<file path="src/design/i2cswr_pkg.sv">
// ----------------------------------------------------------------------------
// I2C slave write receiver package
// Shared widths, the reset address constant and the result transaction type.
// ----------------------------------------------------------------------------
package i2cswr_pkg;

  localparam int unsigned ADDR_W = 7;
  localparam int unsigned BYTE_W = 8;

  localparam logic [ADDR_W-1:0] OWN_ADDR_RESET = 7'h50;

  // One result transaction.
  typedef struct packed {
    logic              sda_pull_low;
    logic              data_strobe;
    logic [BYTE_W-1:0] latched_byte;
  } res_t;

endpackage

</file>
<file path="src/design/i2cswr_fsm.sv">
// ----------------------------------------------------------------------------
// I2C slave write receiver protocol engine
// Holds the line history and transfer state; advances once per accepted sample.
// ----------------------------------------------------------------------------
module i2cswr_fsm (
  input  logic                               clk,
  input  logic                               rst_n,
  input  logic                               step,
  input  logic                               scl_level,
  input  logic                               sda_level,
  input  logic [i2cswr_pkg::ADDR_W-1:0]      own_address,
  output i2cswr_pkg::res_t                   res
);

  localparam logic [2:0] PH_IDLE     = 3'd0;
  localparam logic [2:0] PH_ADDR     = 3'd1;
  localparam logic [2:0] PH_ACK_ADDR = 3'd2;
  localparam logic [2:0] PH_DATA     = 3'd3;
  localparam logic [2:0] PH_ACK_DATA = 3'd4;

  localparam logic [3:0] BITS_PER_BYTE = 4'd8;

  logic                               prev_clock_r, prev_clock_nxt;
  logic                               prev_data_r,  prev_data_nxt;
  logic [2:0]                         phase_r,      phase_nxt;
  logic [3:0]                         bit_count_r,  bit_count_nxt;
  logic [i2cswr_pkg::BYTE_W-1:0]      shift_r,      shift_nxt;
  logic                               ack_r,        ack_nxt;
  logic [i2cswr_pkg::BYTE_W-1:0]      held_r,       held_nxt;
  logic                               strobe;
  logic                               rise, fall, start;
  logic                               addr_hit;

  assign rise  = !prev_clock_r && scl_level;
  assign fall  = prev_clock_r && !scl_level;
  assign start = prev_clock_r && scl_level && prev_data_r && !sda_level;
  assign addr_hit = (shift_r[i2cswr_pkg::BYTE_W-1:1] == own_address) && !shift_r[0];

  always_comb begin
    phase_nxt     = phase_r;
    bit_count_nxt = bit_count_r;
    shift_nxt     = shift_r;
    ack_nxt       = ack_r;
    held_nxt      = held_r;
    strobe        = 1'b0;
    prev_clock_nxt = scl_level;
    prev_data_nxt  = sda_level;

    if (start) begin
      // A start in any phase abandons the current transfer.
      phase_nxt     = PH_ADDR;
      bit_count_nxt = '0;
      shift_nxt     = '0;
      ack_nxt       = 1'b0;
    end else if (phase_r inside {PH_ADDR, PH_DATA}) begin
      if (rise && (bit_count_r < BITS_PER_BYTE)) begin
        shift_nxt     = {shift_r[i2cswr_pkg::BYTE_W-2:0], sda_level};
        bit_count_nxt = bit_count_r + 4'd1;
      end else if (fall && (bit_count_r >= BITS_PER_BYTE)) begin
        ack_nxt   = 1'b1;
        phase_nxt = (phase_r == PH_ADDR) ? PH_ACK_ADDR : PH_ACK_DATA;
      end
    end else begin
      case (phase_r)
        PH_ACK_ADDR: begin
          if (fall) begin
            ack_nxt       = 1'b0;
            bit_count_nxt = '0;
            if (addr_hit) begin
              phase_nxt = PH_DATA;
              shift_nxt = '0;
            end else begin
              phase_nxt = PH_IDLE;
            end
          end
        end
        PH_ACK_DATA: begin
          if (fall) begin
            ack_nxt       = 1'b0;
            held_nxt      = shift_r;
            strobe        = 1'b1;
            phase_nxt     = PH_IDLE;
            bit_count_nxt = '0;
          end
        end
        default: begin
          phase_nxt = PH_IDLE;
        end
      endcase
    end
  end

  always_ff @(posedge clk) begin
    if (!rst_n) begin
      prev_clock_r <= 1'b1;
      prev_data_r  <= 1'b1;
      phase_r      <= PH_IDLE;
      bit_count_r  <= '0;
      shift_r      <= '0;
      ack_r        <= 1'b0;
      held_r       <= '0;
    end else if (step) begin
      prev_clock_r <= prev_clock_nxt;
      prev_data_r  <= prev_data_nxt;
      phase_r      <= phase_nxt;
      bit_count_r  <= bit_count_nxt;
      shift_r      <= shift_nxt;
      ack_r        <= ack_nxt;
      held_r       <= held_nxt;
    end
  end

  assign res.sda_pull_low = ack_nxt;
  assign res.data_strobe  = strobe;
  assign res.latched_byte = held_nxt;

endmodule

</file>
<file path="src/design/i2cswr_outbuf.sv">
// ----------------------------------------------------------------------------
// I2C slave write receiver output buffer
// Result register with one skid entry, so a stalled receiver costs no sample.
// ----------------------------------------------------------------------------
module i2cswr_outbuf (
  input  logic              clk,
  input  logic              rst_n,
  input  logic              push,
  input  i2cswr_pkg::res_t  push_res,
  input  logic              out_stall,
  output logic              out_valid,
  output i2cswr_pkg::res_t  out_res,
  output logic              full
);

  logic             out_valid_r, out_valid_nxt;
  logic             skid_valid_r, skid_valid_nxt;
  i2cswr_pkg::res_t out_res_r, skid_res_r;
  logic             pop;
  logic             load_out, load_skid;

  assign pop = out_valid_r && !out_stall;

  always_comb begin
    out_valid_nxt  = out_valid_r;
    skid_valid_nxt = skid_valid_r;
    load_out       = 1'b0;
    load_skid      = 1'b0;
    if (pop || !out_valid_r) begin
      if (skid_valid_r) begin
        // Skid entry is older; push cannot happen while it is occupied.
        load_out       = 1'b1;
        out_valid_nxt  = 1'b1;
        skid_valid_nxt = 1'b0;
      end else begin
        load_out      = push;
        out_valid_nxt = push;
      end
    end else if (push) begin
      load_skid      = 1'b1;
      skid_valid_nxt = 1'b1;
    end
  end

  always_ff @(posedge clk) begin
    if (!rst_n) begin
      out_valid_r  <= 1'b0;
      skid_valid_r <= 1'b0;
    end else begin
      out_valid_r  <= out_valid_nxt;
      skid_valid_r <= skid_valid_nxt;
    end
  end

  always_ff @(posedge clk) begin
    if (load_out) begin
      out_res_r <= skid_valid_r ? skid_res_r : push_res;
    end
    if (load_skid) begin
      skid_res_r <= push_res;
    end
  end

  assign out_valid = out_valid_r;
  assign out_res   = out_res_r;
  assign full      = skid_valid_r;

endmodule

</file>
<file path="src/design/i2c_slave_write_receiver.sv">
// ----------------------------------------------------------------------------
// I2C slave write receiver
// Seven-bit address I2C target that accepts a single-byte write.
// ----------------------------------------------------------------------------
// The input channel carries one sample of the SCL and SDA lines per
// transaction; samples are normally offered every system clock so that bus
// edges are seen against the previous sample. Each accepted sample produces
// exactly one result transaction: the acknowledge drive for SDA, a one-shot
// data strobe and the last received data byte.
// Each result is registered in the output buffer. Throughput is one sample
// per cycle while in_stall is low, set by the protocol engine that updates
// its state on every sample. When the result side stalls, one further sample
// is held in a skid entry and in_stall then rises until the output drains, so
// nothing is lost or repeated. At reset the bus history reads as idle high,
// the engine waits for a start condition, SDA is released, the held byte is
// zero and the own address is 0x50. The address is changed through cfg_wr_en
// and cfg_wr_data, by the user only while idle; the block does not enforce it.
// ----------------------------------------------------------------------------
module i2c_slave_write_receiver (
  input  logic                              clk,
  input  logic                              rst_n,
  input  logic                              cfg_wr_en,
  input  logic [i2cswr_pkg::ADDR_W-1:0]     cfg_wr_data,
  input  logic                              in_valid,
  output logic                              in_stall,
  input  logic                              in_scl_level,
  input  logic                              in_sda_level,
  output logic                              out_valid,
  input  logic                              out_stall,
  output logic                              out_sda_pull_low,
  output logic                              out_data_strobe,
  output logic [i2cswr_pkg::BYTE_W-1:0]     out_latched_byte
);

  logic [i2cswr_pkg::ADDR_W-1:0] own_address_r;
  logic                          accept;
  logic                          buf_full;
  i2cswr_pkg::res_t              step_res;
  i2cswr_pkg::res_t              out_res;

  // Configuration register: written directly, no handshake.
  always_ff @(posedge clk) begin
    if (!rst_n) begin
      own_address_r <= i2cswr_pkg::OWN_ADDR_RESET;
    end else if (cfg_wr_en) begin
      own_address_r <= cfg_wr_data;
    end
  end

  // A sample transaction is taken whenever the skid entry is free.
  assign in_stall = buf_full;
  assign accept   = in_valid && !buf_full;

  i2cswr_fsm u_fsm (
    .clk         (clk),
    .rst_n       (rst_n),
    .step        (accept),
    .scl_level   (in_scl_level),
    .sda_level   (in_sda_level),
    .own_address (own_address_r),
    .res         (step_res)
  );

  i2cswr_outbuf u_outbuf (
    .clk       (clk),
    .rst_n     (rst_n),
    .push      (accept),
    .push_res  (step_res),
    .out_stall (out_stall),
    .out_valid (out_valid),
    .out_res   (out_res),
    .full      (buf_full)
  );

  assign out_sda_pull_low = out_res.sda_pull_low;
  assign out_data_strobe  = out_res.data_strobe;
  assign out_latched_byte = out_res.latched_byte;

endmodule

</file>
<file path="config.mk">
export PLATFORM = sky130hd
export DESIGN_NAME = i2c_slave_write_receiver
export DESIGN_NICKNAME = d
export VERILOG_FILES = /design/src/design/i2cswr_pkg.sv /design/src/design/i2cswr_fsm.sv /design/src/design/i2cswr_outbuf.sv /design/src/design/i2c_slave_write_receiver.sv
export SDC_FILE = /design/constraint.sdc
export NUM_CORES = 1
export LEC_CHECK = 0
export BUFFER_PORTS_ARGS = -buffer_cell sky130_fd_sc_hd__buf_4
export CORE_UTILIZATION = 55
export CTS_BUF_LIST = sky130_fd_sc_hd__clkbuf_4
export CTS_CLUSTER_SIZE = 8
export DETAILED_ROUTE_END_ITERATION = 16
export PLACE_DENSITY_LB_ADDON = 0.25
export SLEW_MARGIN = 20
export SYNTH_ARGS = -nofsm -noshare
export SYNTH_HDL_FRONTEND = slang
export SYNTH_HIERARCHICAL = 1
export SYNTH_SLANG_ARGS = --single-unit
</file>
<file path="constraint.sdc">
create_clock -name clk -period 3.53 [get_ports clk]
set_input_delay 0.5295 -clock clk [delete_from_list [all_inputs] [get_ports clk]]
set_output_delay 0.5295 -clock clk [all_outputs]
set_load 0.01 [all_outputs]
</file>
== Word level (Yosys, flattened, before mapping) ==
Cells that the tools add are included.
Storage, ports and cells
  bits in registers: 55
  bits in latches: 0
  RAM bits: 0
  input port bits: 14
  output and inout port bits: 12
  word-level logic and storage cells: 97
  memories kept: 0
  bits in read-only memories: 0
Cells by class
  $lt $le $gt $ge: 2
  multiply operators: 0
  reduce and logical (&&, ||, !) cells: 28
  $add $sub $neg: 1
  equality and inequality tests: 10
  shift operators: 0
  bitwise operators: 1
  div/mod/pow operators: 0
  muxes and demuxes: 39
Operators by type and width (count)
  8-bit 2-to-1 mux: 10
  3-bit 2-to-1 mux: 7
  4-bit 2-to-1 mux: 5
  1-bit 2-to-1 mux: 14
  3-bit nonzero test: 4
  1-bit logical AND: 10
  10-bit 2-to-1 mux: 1
  5-bit AND reduction: 2
  3-bit by 2-bit != test with 1-bit output, second input constant: 3
  4-bit by 1-bit != test with 1-bit output, second input constant: 2
  7-bit == test: 1
  1-bit logical NOT: 7
  3-bit by 2-bit == test with 1-bit output, second input constant: 2
  3-bit one-hot mux with 2 select lines: 1
  4-bit by 1-bit adder with 4-bit output, second input constant: 1
  4-bit greater-or-equal comparator, second input constant: 1
  4-bit less-than comparator, second input constant: 1
  4-bit AND reduction: 1
  2-bit OR reduction: 2
  3-bit by 1-bit == test with 1-bit output, second input constant: 1
  3-bit == test, second input constant: 1
  2-bit 2-to-1 mux: 1
  2-bit nonzero test: 1
  1-bit logical OR: 1
  1-bit inverter: 1

== Depth between registers and ports, before layout ==
  word-level depth: 8
  mapped depth: 7
  depth with buffers taken out: 6

== Modules after synthesis ==
The synthesis kept the hierarchy.
Modules (own cells, without submodules)
  i2cswr_fsm: seq. area each 520.5 um^2, area each 1462.7 um^2, instances 1, cells an instance 170
  i2cswr_outbuf: seq. area each 640.6 um^2, area each 844.6 um^2, instances 1, cells an instance 39
  i2c_slave_write_receiver: seq. area each 140.1 um^2, area each 266.5 um^2, instances 1, cells an instance 23

== Worst setup path before layout ==
Ideal clock, no wire load.
  path kind: in2reg
  start: in in_scl_level
  end: reg u_outbuf.out_res_r, in the netlist u_outbuf/out_res[7], data pin
  stages: 6
  data required time: 3.270 ns
  arrival: 1.731 ns
  library setup time: 0.260 ns
  path slack: 1.539 ns
  path buffers: 1
  path through: nor2b_1 -> nand3_2 -> inv_1 -> buf_4 -> mux2_2 -> mux2_2
RTL lines
  start: declaration: RTL line i2c_slave_write_receiver.sv:26  | input logic in_scl_level,
  end signal: assignment: RTL line i2cswr_outbuf.sv:57  | out_res_r <= skid_valid_r ? skid_res_r : push_res;
  end: declaration: RTL line i2cswr_outbuf.sv:18  | i2cswr_pkg::res_t out_res_r, skid_res_r;

== Worst setup path in the final report ==
  start: reg u_outbuf.skid_valid_r, in the netlist u_outbuf/full
  end: reg u_outbuf.out_res_r, in the netlist u_outbuf/out_res[9] (enable)
On the way
  cells in the longest elaborated chain, start to end: 4
Ends and longest elaborated chain
  start: declaration: RTL line i2cswr_outbuf.sv:17  | logic skid_valid_r, skid_valid_nxt;
  start signal: assignment: RTL line i2cswr_outbuf.sv:51  | skid_valid_r <= skid_valid_nxt;
  1-bit logical NOT: RTL line i2c_slave_write_receiver.sv:52  | assign accept = in_valid && !buf_full;
  1-bit logical AND: RTL line i2c_slave_write_receiver.sv:52
  via accept: RTL line i2c_slave_write_receiver.sv:36  | logic accept;
  1-bit 2-to-1 mux: RTL line i2cswr_outbuf.sv:30  | if (skid_valid_r) begin
  1-bit 2-to-1 mux: RTL line i2cswr_outbuf.sv:29  | if (pop || !out_valid_r) begin
  via u_outbuf.load_out: RTL line i2cswr_outbuf.sv:20  | logic load_out, load_skid;
The timed path passes the listed nets, and every way through them passes these cells.
A chain may end at the register's enable or synchronous reset.

==> impl_metrics.csv <==
group,metric,value,unit
outcome,run_status,"completed",
drt,drtAntennaViolNets,0,
logic_synthesis,netlist_area,2570,sq um
grt,grt_pass1_vias,1542,
setup_path,worst_setup_path_end_kind,"register",
placement,place_inst,295,
finish,areaGrowthSynthToFinish,7.24,%
timing,final_hold_viol_count,0,
logic_synthesis,yosysUniqueCellTypes,43,
power,power_density,389,nW/um^2
finish,fin_nets,266,
cts,clockBufferDepth,2,
floorplan,core,4410,sq um
setup_path,worstSetupPathType,"reg -> reg",
cts,cts_htree_levels,2,
setup_path,arrival,2.25,ns
power,p_leak,1.03,nW
timing,setup_viol,0,
logic_synthesis,ys.warnings.count,6,
logic_synthesis,syn_inst,232,
floorplan,floorplan.initialDensity,58.3,%
timing,worst_slew_pin_slew,0.995,ns
timing,hold_ws,0.357,ns
floorplan,die_w,70.4,um
placement,gp_congestion,0.851,
setup_path,timing.critical_path.slowest_stage_cell,"a21oi_1",
placement,port-buffer-count,25,
drt,wl_per_cell,13.9,um
logic_synthesis,synth_top_area_share,27.2,%
logic_synthesis,yosysTopAreaCell,"dfxtp_1",
run,maxCapViolCount,0,
logic_synthesis,ys_async_sr_fraction,0,%
placement,hpwl,3.00,mm
logic_synthesis,synthFlopType,"dfxtp_1",
logic_synthesis,synthTopCellsByCount,"dfxtp_1 (35), nand2_1 (27), edfxtp_1 (20), mux2i_1 (19), nand3_1 (19)",
finish,diodes,0,
power,vdd_drop_max,0.234,mV
timing,timing.fmax,449,MHz
drt,drc,0,
grt,grt_usage,18.3,%
setup_path,startpoint_type,"register",
logic_synthesis,synth_nets,248,
timing,layout_min_cycle_time,2.23,ns
drt,first_pass_iters,4,
cts,post_cts_buffers,0,
timing,worst_slew_margin_rel,33.7,%
cts,path_clk_slew,0.15,ns
cts,cts.sinks,55,
floorplan,num_rows,24,
finish,drive_gt1_share,24.3,%
setup_path,worstPathCellList,"nor2b_1, buf_4, nor2_4, a21oi_1",
logic_synthesis,ys_seq_area_share,50.6,%
logic_synthesis,synth_seq_cells,55,
timing,drv_slew,0,
logic_synthesis,ys_top_cells_by_area,"dfxtp_1 (27%), edfxtp_1 (23%), mux2i_1 (7.4%), mux2_4 (5.3%), mux2_2 (3.9%)",
floorplan,ios,26,
grt,antenna_found_initial,0,
finish,layout.cells.non_filler,303,
logic_synthesis,synth_edf_count,20,
cts,postCtsHoldBufs,0,
grt,grt_first_pass_wirelength,7.03,mm
timing,final.period_utilization,63.1,%
timing,setup_tns,0,ns
grt,grt_max_degree,31,
min_path,hold_class,"in -> reg",
timing,clock_skew,0.0135,ns
cts,root_buffer,"clkbuf_4",
finish,nFillCells,344,
drt,via_per_inst,5.55,
setup_path,critPathMaxStageDelay,0.79,ns
cts,clock_latency,0.38,ns
cts,cts_made_buffers,5,
logic_synthesis,synth_area_per_cell,11.1,sq um
logic_synthesis,yosysMostFrequentCell,"dfxtp_1",
drt,drtIter0Drc,43,
timing,rsz0062_at_grt,"false",
setup_path,critPathMaxFanout,18,
drt,num_vias,1681,
floorplan,die_h,70.4,um
cts,ctsResizeCount,0,
drt,drt_wl_total,4.22,mm
cts,cts_tree,"done",
floorplan,dieArea,4960,sq um
grt,overflow,0,
setup_path,crit_required,3.55,ns
path summary, 6_finish.rpt:
path                                       from                   to  slack, ns  cells past startpoint
worst min-delay path             cfg_wr_data[6]     own_address_r[6]       0.36                      3
worst min register to register  u_fsm/held_r[3]      u_fsm/held_r[3]       0.47                      2
worst max register to register    u_outbuf/full  u_outbuf/out_res[9]       1.30                      4
worst max-delay path              u_outbuf/full  u_outbuf/out_res[9]       1.30                      4
per-layer routing:
layer | vias to the layer above | wire length (um) | global-route usage (%)
met5 | - | 0 | 0
met4 | 0 | 64 | 7.56
met3 | 6 | 202 | 5.05
met2 | 45 | 1910 | 29.2
met1 | 781 | 2040 | 23.4
li1 | 849 | - | -
sequential cells by signal, indices dropped and copies added, names as in the netlist:
signal               cells
own_address_r            7
u_fsm/ack_r              1
u_fsm/bit_count_r        4
u_fsm/held_r             8
u_fsm/phase_r            3
u_fsm/prev_clock_r       1
u_fsm/prev_data_r        1
u_fsm/shift_r            8
u_outbuf/full            1
u_outbuf/out_res        10
u_outbuf/out_valid       1
u_outbuf/skid_res_r     10
kinds of logic after synthesis:
family                   count (synthesis)  share of synthesized area (%)
AND/OR/NAND/NOR                         79                           15.8
multiplexers                            37                           16.6
AO/OA/AOI/OAI                           30                           7.34
XOR/XNOR                                 8                           2.72
flip-flops                              55                           50.6
buffers and inverters                   21                           6.03
adder cells (fa/ha/maj)                  2                          0.972
area by class of cell:
type / instances / area (sq um) / share of cell area (%)
Sequential cell: 55 / 1300 / 47.1
Multi-Input combinational cell: 156 / 1120 / 40.5
Timing Repair Buffer: 26 / 195 / 7.07
Tap cell: 52 / 65.1 / 2.36
Clock buffer: 6 / 45.0 / 1.63
Inverter: 6 / 22.5 / 0.816
Clock inverter: 2 / 13.8 / 0.499
layout by cell type, fill, tap and decap left out, types with 2 or more instances in the layout:
master,n
ha_1,2
a21oi_1,14
nand4_1,2
dfxtp_1,35
nor2_1,11
xnor2_1,8
mux2_2,9
o21ai_0,3
edfxtp_1,20
nand3_1,19
nand2_1,27
buf_4,26
clkbuf_4,6
nor2b_1,8
nor3_1,3
inv_1,6
mux2_4,9
mux2i_1,19
o21ai_1,2
per-stage QoR:
step           util [%]  setup WS [ns]  total power [W]  area (sq um)
2_1_floorplan         -           1.54         0.000781          2570
3_3_place_gp       61.2           1.20         0.000809          2700
3_5_place_dp       61.2           1.17         0.000811          2700
4_1_cts            62.5           1.28          0.00108          2760
5_1_grt            62.5           1.20          0.00112          2760
6_report           62.5           1.30          0.00107          2760
power by group:
part	switching (W)	total, W	internal [W]
logic	0.0000582	0.000109	0.0000510
clock network	0.000191	0.000277	0.0000864
registers	0.0000137	0.000688	0.000674
critical path, delay by kind of cell (launching register included):
kind                   cells  cell delay (ns)
AO/OA/AOI/OAI              1             0.79
buffers and inverters      1             0.26
flip-flops                 1             0.57
AND/OR/NAND/NOR            2             0.26
No activity file was read; power rests on OpenSTA's default activity.
